$ cat config.mk
export PLATFORM = sky130hd
export DESIGN_NAME = service_offer_table_top
export DESIGN_NICKNAME = d
export VERILOG_FILES = /design/src/sot_pkg.sv /design/src/sot_ram.sv /design/src/service_offer_table_top.sv
export SDC_FILE = /design/constraint.sdc
export NUM_CORES = 2
export LEC_CHECK = 0
export BUFFER_PORTS_ARGS = -buffer_cell sky130_fd_sc_hd__buf_4
export CAP_MARGIN = 20
export CORE_MARGIN = 4
export CORE_UTILIZATION = 45
export CTS_CLUSTER_DIAMETER = 60
export DETAILED_ROUTE_END_ITERATION = 16
export PLACE_DENSITY_LB_ADDON = 0.1
export SYNTH_ARGS = -nofsm -noshare
export SYNTH_HDL_FRONTEND = slang
export SYNTH_SLANG_ARGS = --single-unit
$ cat constraint.sdc
create_clock -name i_clk -period 27.8 [get_ports i_clk]
set_clock_uncertainty 0.1 [all_clocks]
set_input_delay 0 -clock i_clk [delete_from_list [all_inputs] [get_ports i_clk]]
set_output_delay 0 -clock i_clk [all_outputs]
set_load 0.05 [all_outputs]
$ cat src/sot_pkg.sv
// package for the service offer table: sizes, codes and types
`default_nettype none
package sot_pkg;

    localparam int TABLE_DEPTH = 16;
    localparam int SLOT_W      = (TABLE_DEPTH > 1) ? $clog2(TABLE_DEPTH) : 1;
    localparam int CNT_W       = $clog2(TABLE_DEPTH + 1);

    localparam logic [31:0] TIME_SLACK_MS = 32'd999;
    localparam logic [23:0] TTL_BAD       = 24'hFFFFFF;
    localparam logic [15:0] SVC_BAD       = 16'hFFFF;
    localparam logic [7:0]  VER_BAD       = 8'hFF;
    localparam logic [15:0] INST_ANY      = 16'hFFFF;

    localparam logic [2:0] OP_OFFER = 3'd0;
    localparam logic [2:0] OP_STOP  = 3'd1;
    localparam logic [2:0] OP_TICK  = 3'd2;
    localparam logic [2:0] OP_BOOT  = 3'd3;
    localparam logic [2:0] OP_FIND  = 3'd4;
    localparam logic [2:0] OP_FADDR = 3'd5;

    localparam logic [3:0] EV_DONE     = 4'd0;
    localparam logic [3:0] EV_ADDED    = 4'd1;
    localparam logic [3:0] EV_CHANGED  = 4'd2;
    localparam logic [3:0] EV_RELIABLE = 4'd3;
    localparam logic [3:0] EV_REMOVED  = 4'd4;
    localparam logic [3:0] EV_FOUND    = 4'd5;
    localparam logic [3:0] EV_NOTFOUND = 4'd6;
    localparam logic [3:0] EV_INVALID  = 4'd7;
    localparam logic [3:0] EV_FULL     = 4'd8;

    localparam logic CFG_PERIOD = 1'b0;
    localparam logic CFG_THRESH = 1'b1;

    // slot record: 16+8+16+32+16+8+24+8+32
    typedef struct packed {
        logic [15:0] service;
        logic [7:0]  version;
        logic [15:0] inst_num;
        logic [31:0] address;
        logic [15:0] port;
        logic [7:0]  proto;
        logic [23:0] ttl;
        logic [7:0]  count;
        logic [31:0] last_ms;
    } t_slot;

    localparam int SLOT_BITS = $bits(t_slot);

    typedef enum logic [2:0] {
        ST_IDLE,
        ST_READ,
        ST_SCAN,
        ST_EMIT,
        ST_STATUS
    } t_state;

endpackage
`default_nettype wire

$ cat src/sot_ram.sv
// generic single-port ram with registered read
`default_nettype none
module sot_ram #(
    parameter int WIDTH = 8,
    parameter int DEPTH = 16
) (
    input  wire                      i_clk,
    input  wire                      i_we,
    input  wire [$clog2(DEPTH)-1:0]  i_addr,
    input  wire [WIDTH-1:0]          i_wdata,
    output logic [WIDTH-1:0]         o_rdata
);
    logic [WIDTH-1:0] r_mem [DEPTH];

    always_ff @(posedge i_clk) begin
        if (i_we) begin
            r_mem[i_addr] <= i_wdata;
        end
        o_rdata <= r_mem[i_addr];
    end
endmodule
`default_nettype wire

$ cat src/service_offer_table_top.sv
// top level of the service offer table: slot sweep over one ram
//
//  channel   direction  handshake        payload
//  input     in         i_valid/o_stall  opcode and key/endpoint/time fields
//  result    out        o_valid/i_stall  event code, entry fields, last
//  config    in         i_cfg_valid/o_cfg_ready  register index and data
//
// a valid input sweeps all TABLE_DEPTH slots, each through read, decide and write back,
// and emit, then goes to the status state, which for a new entry first sends the
// added event and then the status item; an invalid input skips the sweep.
// reset is synchronous and active low; it clears state, config and valid bits.
// while a result waits under stall the sweep holds and no input is taken.
`default_nettype none
module service_offer_table_top (
    input  wire         i_clk,
    input  wire         i_rst_n,
    input  wire         i_valid,
    output logic        o_stall,
    input  wire  [2:0]  i_opcode,
    input  wire  [15:0] i_service_id,
    input  wire  [7:0]  i_major_version,
    input  wire  [15:0] i_instance_id,
    input  wire  [31:0] i_ip_addr,
    input  wire  [15:0] i_port_num,
    input  wire  [7:0]  i_proto,
    input  wire  [23:0] i_ttl,
    input  wire  [23:0] i_elapsed,
    input  wire  [31:0] i_now_ms,
    output logic        o_valid,
    input  wire         i_stall,
    output logic [3:0]  o_event_res,
    output logic [15:0] o_out_service_id,
    output logic [7:0]  o_out_major_version,
    output logic [15:0] o_out_instance_id,
    output logic [31:0] o_out_ip_addr,
    output logic [15:0] o_out_port,
    output logic [7:0]  o_out_proto,
    output logic [23:0] o_out_ttl,
    output logic        o_last,
    input  wire         i_cfg_valid,
    output logic        o_cfg_ready,
    input  wire         i_cfg_index,
    input  wire  [31:0] i_cfg_data
);
    localparam int SW = sot_pkg::SLOT_W;

    // configuration registers
    logic [31:0] r_period;
    logic [7:0]  r_thresh;

    // captured input item
    logic [2:0]  r_op;
    logic [15:0] r_sv;
    logic [7:0]  r_ver;
    logic [15:0] r_inst;
    logic [31:0] r_ip;
    logic [15:0] r_port;
    logic [7:0]  r_proto;
    logic [23:0] r_ttl;
    logic [23:0] r_elapsed;
    logic [31:0] r_now;

    sot_pkg::t_state r_state, n_state;
    logic [SW-1:0]   r_idx;
    logic [sot_pkg::TABLE_DEPTH-1:0] r_vld;
    logic            r_hit;       // key match seen (offer/stop) or any find match
    logic            r_done;      // offer/stop/find-by-address already settled
    logic            r_free_ok;
    logic [SW-1:0]   r_free;
    logic [sot_pkg::CNT_W-1:0] r_nev;
    logic [3:0]      r_status;

    // pending event from the modify cycle
    logic            r_ev;
    logic [3:0]      r_ev_code;
    sot_pkg::t_slot  r_ev_slot;

    // output register
    logic        r_ovalid;
    logic [3:0]  r_ores;
    sot_pkg::t_slot r_oslot;
    logic        r_olast;

    // ram
    logic           ram_we;
    logic [SW-1:0]  ram_addr;
    sot_pkg::t_slot ram_wdata, ram_rdata;

    sot_ram #(.WIDTH(sot_pkg::SLOT_BITS), .DEPTH(1 << SW)) u_ram (
        .i_clk  (i_clk),
        .i_we   (ram_we),
        .i_addr (ram_addr),
        .i_wdata(ram_wdata),
        .o_rdata(ram_rdata)
    );

    logic accept, out_free, is_last_idx;
    assign out_free    = !r_ovalid || !i_stall;
    assign o_stall     = (r_state != sot_pkg::ST_IDLE);
    assign accept      = i_valid && !o_stall;
    assign o_cfg_ready = 1'b1;
    assign is_last_idx = (r_idx == SW'(sot_pkg::TABLE_DEPTH - 1));

    // per slot decision, combinational on the read data
    logic           cur_v, key_eq, ep_eq, find_m, faddr_m;
    logic           m_we, m_clr, m_ev;
    logic [3:0]     m_code;
    sot_pkg::t_slot m_slot, m_evslot;
    logic [32:0]    lim, diff;

    always_comb begin
        cur_v   = r_vld[r_idx];
        key_eq  = cur_v && ram_rdata.service == r_sv && ram_rdata.version == r_ver
                  && ram_rdata.inst_num == r_inst;
        ep_eq   = ram_rdata.address == r_ip && ram_rdata.port == r_port
                  && ram_rdata.proto == r_proto;
        find_m  = cur_v && ram_rdata.service == r_sv && ram_rdata.version == r_ver
                  && (r_inst == sot_pkg::INST_ANY || ram_rdata.inst_num == r_inst);
        faddr_m = cur_v && ram_rdata.service == r_sv && ram_rdata.version == r_ver
                  && ram_rdata.address == r_ip;
        lim     = {1'b0, r_period} + {1'b0, sot_pkg::TIME_SLACK_MS};
        diff    = {1'b0, r_now - ram_rdata.last_ms};
        m_we    = 1'b0;
        m_clr   = 1'b0;
        m_ev    = 1'b0;
        m_code  = sot_pkg::EV_DONE;
        m_slot  = ram_rdata;
        m_evslot = ram_rdata;
        case (r_op)
            sot_pkg::OP_OFFER: begin
                if (key_eq && !r_done) begin
                    m_we        = 1'b1;
                    m_slot.ttl  = r_ttl;
                    if (!ep_eq) begin
                        m_slot.address = r_ip;
                        m_slot.port    = r_port;
                        m_slot.proto   = r_proto;
                        m_slot.last_ms = r_now;
                        m_slot.count   = 8'd1;
                        m_ev           = 1'b1;
                        m_code         = sot_pkg::EV_CHANGED;
                    end else if (r_period != '0 && r_thresh != '0) begin
                        m_slot.last_ms = r_now;
                        if (ram_rdata.count < r_thresh) begin
                            if (diff <= lim) begin
                                m_slot.count = ram_rdata.count + 8'd1;
                                if (m_slot.count == r_thresh) begin
                                    m_ev   = 1'b1;
                                    m_code = sot_pkg::EV_RELIABLE;
                                end
                            end else begin
                                m_slot.count = 8'd1;
                            end
                        end
                    end
                    m_evslot = m_slot;
                end
            end
            sot_pkg::OP_STOP: begin
                if (key_eq && !r_done) begin
                    m_clr            = 1'b1;
                    m_ev             = 1'b1;
                    m_code           = sot_pkg::EV_REMOVED;
                    m_evslot.service = r_sv;
                    m_evslot.version = r_ver;
                    m_evslot.inst_num = r_inst;
                    m_evslot.address = r_ip;
                    m_evslot.port    = r_port;
                    m_evslot.proto   = r_proto;
                    m_evslot.ttl     = '0;
                end
            end
            sot_pkg::OP_TICK: begin
                if (cur_v) begin
                    if (ram_rdata.ttl >= r_elapsed) begin
                        m_we       = 1'b1;
                        m_slot.ttl = ram_rdata.ttl - r_elapsed;
                    end else begin
                        m_clr        = 1'b1;
                        m_ev         = 1'b1;
                        m_code       = sot_pkg::EV_REMOVED;
                        m_evslot.ttl = '0;
                    end
                end
            end
            sot_pkg::OP_BOOT: begin
                if (cur_v && ram_rdata.address == r_ip) begin
                    m_clr        = 1'b1;
                    m_ev         = 1'b1;
                    m_code       = sot_pkg::EV_REMOVED;
                    m_evslot.ttl = '0;
                end
            end
            sot_pkg::OP_FIND: begin
                if (find_m) begin
                    m_ev   = 1'b1;
                    m_code = sot_pkg::EV_FOUND;
                end
            end
            sot_pkg::OP_FADDR: begin
                if (faddr_m && !r_done) begin
                    m_ev   = 1'b1;
                    m_code = sot_pkg::EV_FOUND;
                end
            end
            default: ;
        endcase
    end

    // input validity
    logic key_ok, in_bad;
    always_comb begin
        key_ok = i_service_id != sot_pkg::SVC_BAD && i_major_version != sot_pkg::VER_BAD;
        case (i_opcode) inside
            sot_pkg::OP_OFFER: in_bad = !key_ok || i_instance_id == sot_pkg::INST_ANY
                                        || i_ttl == '0 || i_ttl == sot_pkg::TTL_BAD;
            sot_pkg::OP_STOP:  in_bad = !key_ok || i_instance_id == sot_pkg::INST_ANY;
            sot_pkg::OP_TICK,
            sot_pkg::OP_BOOT:  in_bad = 1'b0;
            sot_pkg::OP_FIND:  in_bad = !key_ok;
            sot_pkg::OP_FADDR: in_bad = !key_ok || i_ip_addr == '0 || i_port_num == '0;
            default:           in_bad = 1'b1;
        endcase
    end

    // status cycle: code to send and whether a new entry goes in first
    logic       st_add;
    logic [3:0] st_res;
    always_comb begin
        st_add = r_op == sot_pkg::OP_OFFER && r_status == sot_pkg::EV_DONE
                 && !r_hit && r_free_ok;
        st_res = r_status;
        if (r_status == sot_pkg::EV_DONE) begin
            case (r_op) inside
                sot_pkg::OP_OFFER: begin
                    if (!r_hit) st_res = r_free_ok ? sot_pkg::EV_ADDED : sot_pkg::EV_FULL;
                end
                sot_pkg::OP_STOP, sot_pkg::OP_FIND, sot_pkg::OP_FADDR: begin
                    if (!r_hit) st_res = sot_pkg::EV_NOTFOUND;
                end
                default: ;
            endcase
        end
    end

    // output register loads an event or a status transfer
    logic out_load;
    always_comb begin
        out_load = (r_state == sot_pkg::ST_EMIT && r_ev && out_free
                    && r_nev < sot_pkg::CNT_W'(sot_pkg::TABLE_DEPTH))
                   || (r_state == sot_pkg::ST_STATUS && out_free);
    end

    // next state
    always_comb begin
        n_state = r_state;
        unique case (r_state)
            sot_pkg::ST_IDLE:   if (accept) n_state = in_bad ? sot_pkg::ST_STATUS
                                                             : sot_pkg::ST_READ;
            sot_pkg::ST_READ:   n_state = sot_pkg::ST_SCAN;
            sot_pkg::ST_SCAN:   n_state = sot_pkg::ST_EMIT;
            sot_pkg::ST_EMIT: begin
                if (!r_ev || out_free)
                    n_state = is_last_idx ? sot_pkg::ST_STATUS : sot_pkg::ST_READ;
            end
            sot_pkg::ST_STATUS: begin
                if (out_free) n_state = st_add ? sot_pkg::ST_STATUS : sot_pkg::ST_IDLE;
            end
            default:            n_state = sot_pkg::ST_IDLE;
        endcase
    end

    // ram port control
    always_comb begin
        ram_addr  = r_idx;
        ram_we    = 1'b0;
        ram_wdata = m_slot;
        unique case (r_state)
            sot_pkg::ST_SCAN: ram_we = m_we;
            sot_pkg::ST_STATUS: begin
                // new entry written into the lowest free slot
                ram_addr  = r_free;
                ram_wdata = '{service: r_sv, version: r_ver, inst_num: r_inst,
                              address: r_ip, port: r_port, proto: r_proto, ttl: r_ttl,
                              count: 8'd1, last_ms: r_now};
                ram_we    = out_free && st_add;
            end
            default: ;
        endcase
    end

    always_ff @(posedge i_clk) begin
        if (!i_rst_n) begin
            r_state  <= sot_pkg::ST_IDLE;
            r_vld    <= '0;
            r_ovalid <= 1'b0;
            r_period <= '0;
            r_thresh <= '0;
            r_ev     <= 1'b0;
        end else begin
            r_state <= n_state;
            if (i_cfg_valid && o_cfg_ready) begin
                unique case (i_cfg_index)
                    sot_pkg::CFG_PERIOD: r_period <= i_cfg_data;
                    sot_pkg::CFG_THRESH: r_thresh <= i_cfg_data[7:0];
                    default: ;
                endcase
            end
            if (out_load) r_ovalid <= 1'b1;
            else if (!i_stall) r_ovalid <= 1'b0;
            unique case (r_state)
                sot_pkg::ST_IDLE: begin
                    if (accept) begin
                        r_op <= i_opcode; r_sv <= i_service_id; r_ver <= i_major_version;
                        r_inst <= i_instance_id; r_ip <= i_ip_addr;
                        r_port <= i_port_num; r_proto <= i_proto; r_ttl <= i_ttl;
                        r_elapsed <= i_elapsed; r_now <= i_now_ms;
                        r_idx <= '0; r_hit <= 1'b0; r_done <= 1'b0;
                        r_free_ok <= 1'b0; r_nev <= '0;
                        r_status <= in_bad ? sot_pkg::EV_INVALID : sot_pkg::EV_DONE;
                    end
                end
                sot_pkg::ST_READ: ;
                sot_pkg::ST_SCAN: begin
                    r_ev      <= m_ev;
                    r_ev_code <= m_code;
                    r_ev_slot <= m_evslot;
                    if (m_clr) r_vld[r_idx] <= 1'b0;
                    if (!cur_v && !r_free_ok) begin
                        r_free_ok <= 1'b1;
                        r_free    <= r_idx;
                    end
                    if ((r_op == sot_pkg::OP_OFFER || r_op == sot_pkg::OP_STOP) && key_eq)
                        r_done <= 1'b1;
                    if (r_op == sot_pkg::OP_FADDR && faddr_m) r_done <= 1'b1;
                    if ((r_op == sot_pkg::OP_OFFER || r_op == sot_pkg::OP_STOP) && key_eq)
                        r_hit <= 1'b1;
                    if ((r_op == sot_pkg::OP_FIND && find_m)
                        || (r_op == sot_pkg::OP_FADDR && faddr_m))
                        r_hit <= 1'b1;
                end
                sot_pkg::ST_EMIT: begin
                    if (!r_ev || out_free) begin
                        // events past the cap are dropped
                        if (r_ev && r_nev < sot_pkg::CNT_W'(sot_pkg::TABLE_DEPTH)) begin
                            r_ores   <= r_ev_code;
                            r_oslot  <= r_ev_slot;
                            r_olast  <= 1'b0;
                            r_nev    <= r_nev + 1'b1;
                        end
                        r_ev  <= 1'b0;
                        r_idx <= r_idx + 1'b1;
                    end
                end
                sot_pkg::ST_STATUS: begin
                    if (out_free) begin
                        // added event first, status follows on the next pass
                        r_ores  <= st_res;
                        r_olast <= !st_add;
                        r_oslot <= st_add ? ram_wdata : '0;
                        if (st_add) begin
                            r_vld[r_free] <= 1'b1;
                            r_hit         <= 1'b1;
                        end
                    end
                end
                default: ;
            endcase
        end
    end

    // status state is left only after the status item; an added event loops back
    // through status because r_hit then makes the next pass a plain done

    assign o_valid             = r_ovalid;
    assign o_event_res         = r_ores;
    assign o_out_service_id    = r_oslot.service;
    assign o_out_major_version = r_oslot.version;
    assign o_out_instance_id   = r_oslot.inst_num;
    assign o_out_ip_addr       = r_oslot.address;
    assign o_out_port          = r_oslot.port;
    assign o_out_proto         = r_oslot.proto;
    assign o_out_ttl           = r_oslot.ttl;
    assign o_last              = r_olast;

`ifndef ASSERT_OFF
    // no input is taken while a sweep is running
    a_no_accept_busy: assert property (@(posedge i_clk) disable iff (!i_rst_n)
        (r_state != sot_pkg::ST_IDLE) |-> !accept)
        else $error("input accepted while busy");
    // the sweep index is zero when a sweep begins
    a_idx_start: assert property (@(posedge i_clk) disable iff (!i_rst_n)
        (r_state == sot_pkg::ST_READ && $past(r_state) == sot_pkg::ST_IDLE)
        |-> r_idx == '0)
        else $error("sweep did not start at slot zero");
    // a status item returns the block to idle
    a_last_idle: assert property (@(posedge i_clk) disable iff (!i_rst_n)
        ($past(r_state) == sot_pkg::ST_STATUS && r_ovalid && r_olast
         && $past(out_free)) |-> r_state == sot_pkg::ST_IDLE)
        else $error("status item without return to idle");
`endif
endmodule
`default_nettype wire

==> run_results.csv <==
group,metric,value,unit
outcome,status,"complete, no violations",
timing,finalHoldViolCount,0,
synth,synth-edff-count,3004,
timing,slew_headroom,0.01980,
clock_network,cts.clk_slew.worst_paths,60,ps
global_routing,grt_pass1_wl,510.2,mm
synth,netlist_area,127600,um2
timing,worst_pin_slew,1470,ps
clock_network,cts.sinks,3225,
floorplanning,std_cell_rows,195,
drt,vias,70300,
floorplanning,die_h,540.4,um
synth,synth_top_family_by_area,"multiplexers",
floorplanning,core,282300,um2
min_path,hold-path-cell-count,5,
synth,synth.top_cell.area_share,0.7071,
min_path,hold_path.class,"input pin to flip-flop",
timing,rsz0062_at_grt,"no",
setup_path,crit_type,"flip-flop to flip-flop",
synth,synthAdderAreaFrac,0.01042,
setup_path,cp_top_family,"buffers and inverters",
layout,seq_area,94630,um2
synth,synth_top_area_cell,"edfxtp_1",
timing,fin_tns_setup,0,ps
power,total_power,11600,uW
layout,drive_gt1_frac,0.2223,
synth,ys_ff_latch,3225,
setup_path,cp_max_fo,114,
global_routing,track_usage,0.2372,
floorplanning,die-area,292100,um2
power,power.leakage,0.05086,uW
drt,viasPerCell,5.795,
timing,setup_ws,20530,ps
synth,synth_compound_area_frac,0.03604,
synth,syn_avg_cell_area,17.95,um2
clock_network,htreeDepth,5,
placed_design,place_congestion,0.8186,
power,power.density,76.58,nW/um2
synth,ys_seq_area_frac,0.7418,
timing,slew_violations,0,
synth,synth_cell_types,87,
layout,fill_cells,22120,
synth,synthSimpleGateAreaFrac,0.05757,
drt,routedWlPerCell,29.05,um
synth,synthMuxAreaShare,0.1243,
timing,setup_violations,0,
synth,netlist_instances,7108,
setup_path,start_kind,"flip-flop",
setup_path,cp.required,28430,ps
setup_path,reg2reg_from,"r_state[1]",
placed_design,pre_cts_slack,20450,ps
clock_network,cts_resized,0,
timing,timing.hold.ws,171.9,ps
drt,drt_iter0_drc,6928,
drt,ant_nets,0,
global_routing,grt_overflow,0,
setup_path,endpoint_kind,"flip-flop",
synth,ys.flop_type,"edfxtp_1",
floorplanning,pin_count,345,
setup_path,max_stage_delay,910,ps
clock_network,numCtsBuffers,353,
floorplanning,die_w,540.4,um
global_routing,grt_max_degree,149,
drt,dr.pass1.iters,6,
synth,synth-async-reset-ratio,0,
drt,drc,0,
min_path,min_to,"r_thresh[0]",
placed_design,port_buffers,343,
setup_path,crit_chain,"nor2_1, and2_4, a21o_4, buf_12, buf_4, buf_12, buf_4, mux4_2, nand2_1, and3_1, a31oi_1",
layout,multi_input_area,30980,um2
floorplanning,start_util,0.4519,
layout,area_growth,18.75,%
synth,synthXorXnorAreaFrac,0.01256,
power,peakVddDrop,0.05212,mV
drt,wl,352.4,mm
layout,instances_no_fill,12130,
timing,fmax,0.1376,GHz
setup_path,reg2reg_slack,20530,ps
clock_network,clock_path_buffers,4,
layout,fin_nets,8399,
setup_path,crit_buf_inv,4,
setup_path,worst_path_max_delay_cell,"buf_4",
setup_path,reg2reg_depth,11,
global_routing,antenna_found_initial,9,
synth,synth_area_leaders,"edfxtp_1 71%, mux4_2 11%, dfxtp_1 3.5%",
timing,fin_crit,7266,ps
timing,finalCritPeriodShare,0.2614,
min_path,min_from,"i_cfg_valid",
placed_design,dp.cells,10960,
synth,yosys_warnings,0,
synth,synthesis.nets,7430,
global_routing,first_global_vias,72080,
clock_network,cts_root_buf,"clkbuf_16",
clock_network,clock_latency,920,ps
setup_path,r2r-end,"u_ram.o_rdata[95]",
clock_network,cts_tree,"yes",
flow_run,maxCapViolCount,0,
setup_path,cp.arrival,7890,ps
placed_design,dpl.hpwl,183.7,mm
-- layer usage --
| layer | GRT usage | part of all wire | vias up |
|---|---|---|---|
| met4 | 0.06511 | 0.027 | 0 |
| met2 | 0.3848 | 0.48 | 2454 |
| li1 | - | - | 30120 |
| met1 | 0.3411 | 0.43 | 37260 |
| met5 | 0 | 0 | - |
| met3 | 0.03042 | 0.059 | 469 |
-- state kept, by name, indices dropped and copies added, names as in the netlist, 24 cells and up --
register	flops
o_out_ip_addr	32
o_out_ttl	24
r_elapsed	24
r_ev_slot	120
r_ip	32
r_now	32
r_period	32
r_ttl	24
u_ram.o_rdata	160
u_ram.r_mem	2560
-- repair_timing --
action                    CTS  global route
hold endpoints to repair  311             0
hold buffers              498             0
buffers inserted            0             0
-- layout make-up --
class                      instances  share of cell area
sequential                      3225              0.6247
clock buffer                     474             0.06466
inverter                         105            0.002602
multi-input combinational       3380              0.2045
clock inverter                   181             0.01217
timing repair buffer            1012             0.06027
tap                             3743             0.03092
antenna                           11           0.0001817
-- synthesized netlist by cell type (all sizes together), types with 7 or more instances --
master / n
nand4: 51
a32o: 13
o21a: 17
nor4: 72
a21boi: 47
mux4: 645
ha: 103
and3: 168
a211oi: 10
xnor2: 79
a21o: 29
a22o: 49
nor2b: 23
or2: 9
clkbuf: 232
o21bai: 10
buf: 166
dfxtp: 221
o2111ai: 7
edfxtp: 3004
mux2: 115
and4: 7
inv: 105
nor2: 85
xor2: 104
o21ai: 93
nand2: 1089
a21oi: 159
nand2b: 18
and2: 13
nor3: 22
a222oi: 12
a31oi: 167
nand3: 54
a22oi: 12
-- where the power goes --
part / switching, uW / internal, uW / total, uW
clock network: 1920 / 2770 / 4690
logic: 754 / 475 / 1230
registers: 92.4 / 5590 / 5680
total: 2770 / 8830 / 11600
-- cell usage in the layout, fill, tap and decap left out, types with 103 or more instances in the layout --
master / Yosys / routed
nand2_1: 1089 / 1085
and3_1: 168 / 167
edfxtp_1: 3004 / 3004
mux4_2: 645 / 645
inv_1: 105 / 105
mux2_2: 115 / 115
xor2_1: 104 / 104
a31oi_1: 167 / 167
dlygate4sd3_1: 0 / 498
dfxtp_1: 221 / 221
clkbuf_16: 0 / 359
a21oi_1: 157 / 156
ha_1: 103 / 103
buf_4: 41 / 488
-- metrics by stage --
step                      instance area, um2    util
after global placement                134700  0.4772
after detailed placement              134700  0.4773
final                                 151500  0.5366
after floorplan                       127600       -
after global routing                  151500  0.5366
after CTS                             151400  0.5362
-- cell families after synthesis --
logic type | Yosys count
compound gates | 688
xor+xnor | 183
fa+ha+maj | 105
buf+inv | 503
flops | 3225
mux | 764
other cells | 1
simple gates | 1639
-- worst min-delay path, stage by stage --
cell and delay [ps]:
dlygate4sd3_1 530, buf_4 150, nand2_1 220, nand2_1 130, a21boi_0 70
-- how the worst max path moves through the flow --
| stage | start | end | slack, ps | cells after the start |
|---|---|---|---|---|
| floorplan | r_idx[0] | u_ram.r_mem[10][0] | 9450 | 8 |
| CTS | r_state[1] | u_ram.o_rdata[95] | 20430 | 11 |
| detailed placement | r_state[1] | u_ram.o_rdata[95] | 20450 | 11 |
| global route | r_state[1] | u_ram.o_rdata[78] | 19980 | 11 |
| global placement | r_state[1] | u_ram.o_rdata[95] | 20480 | 11 |
| finish | r_state[1] | u_ram.o_rdata[95] | 20530 | 11 |
Power figures use the tool's default switching activity.
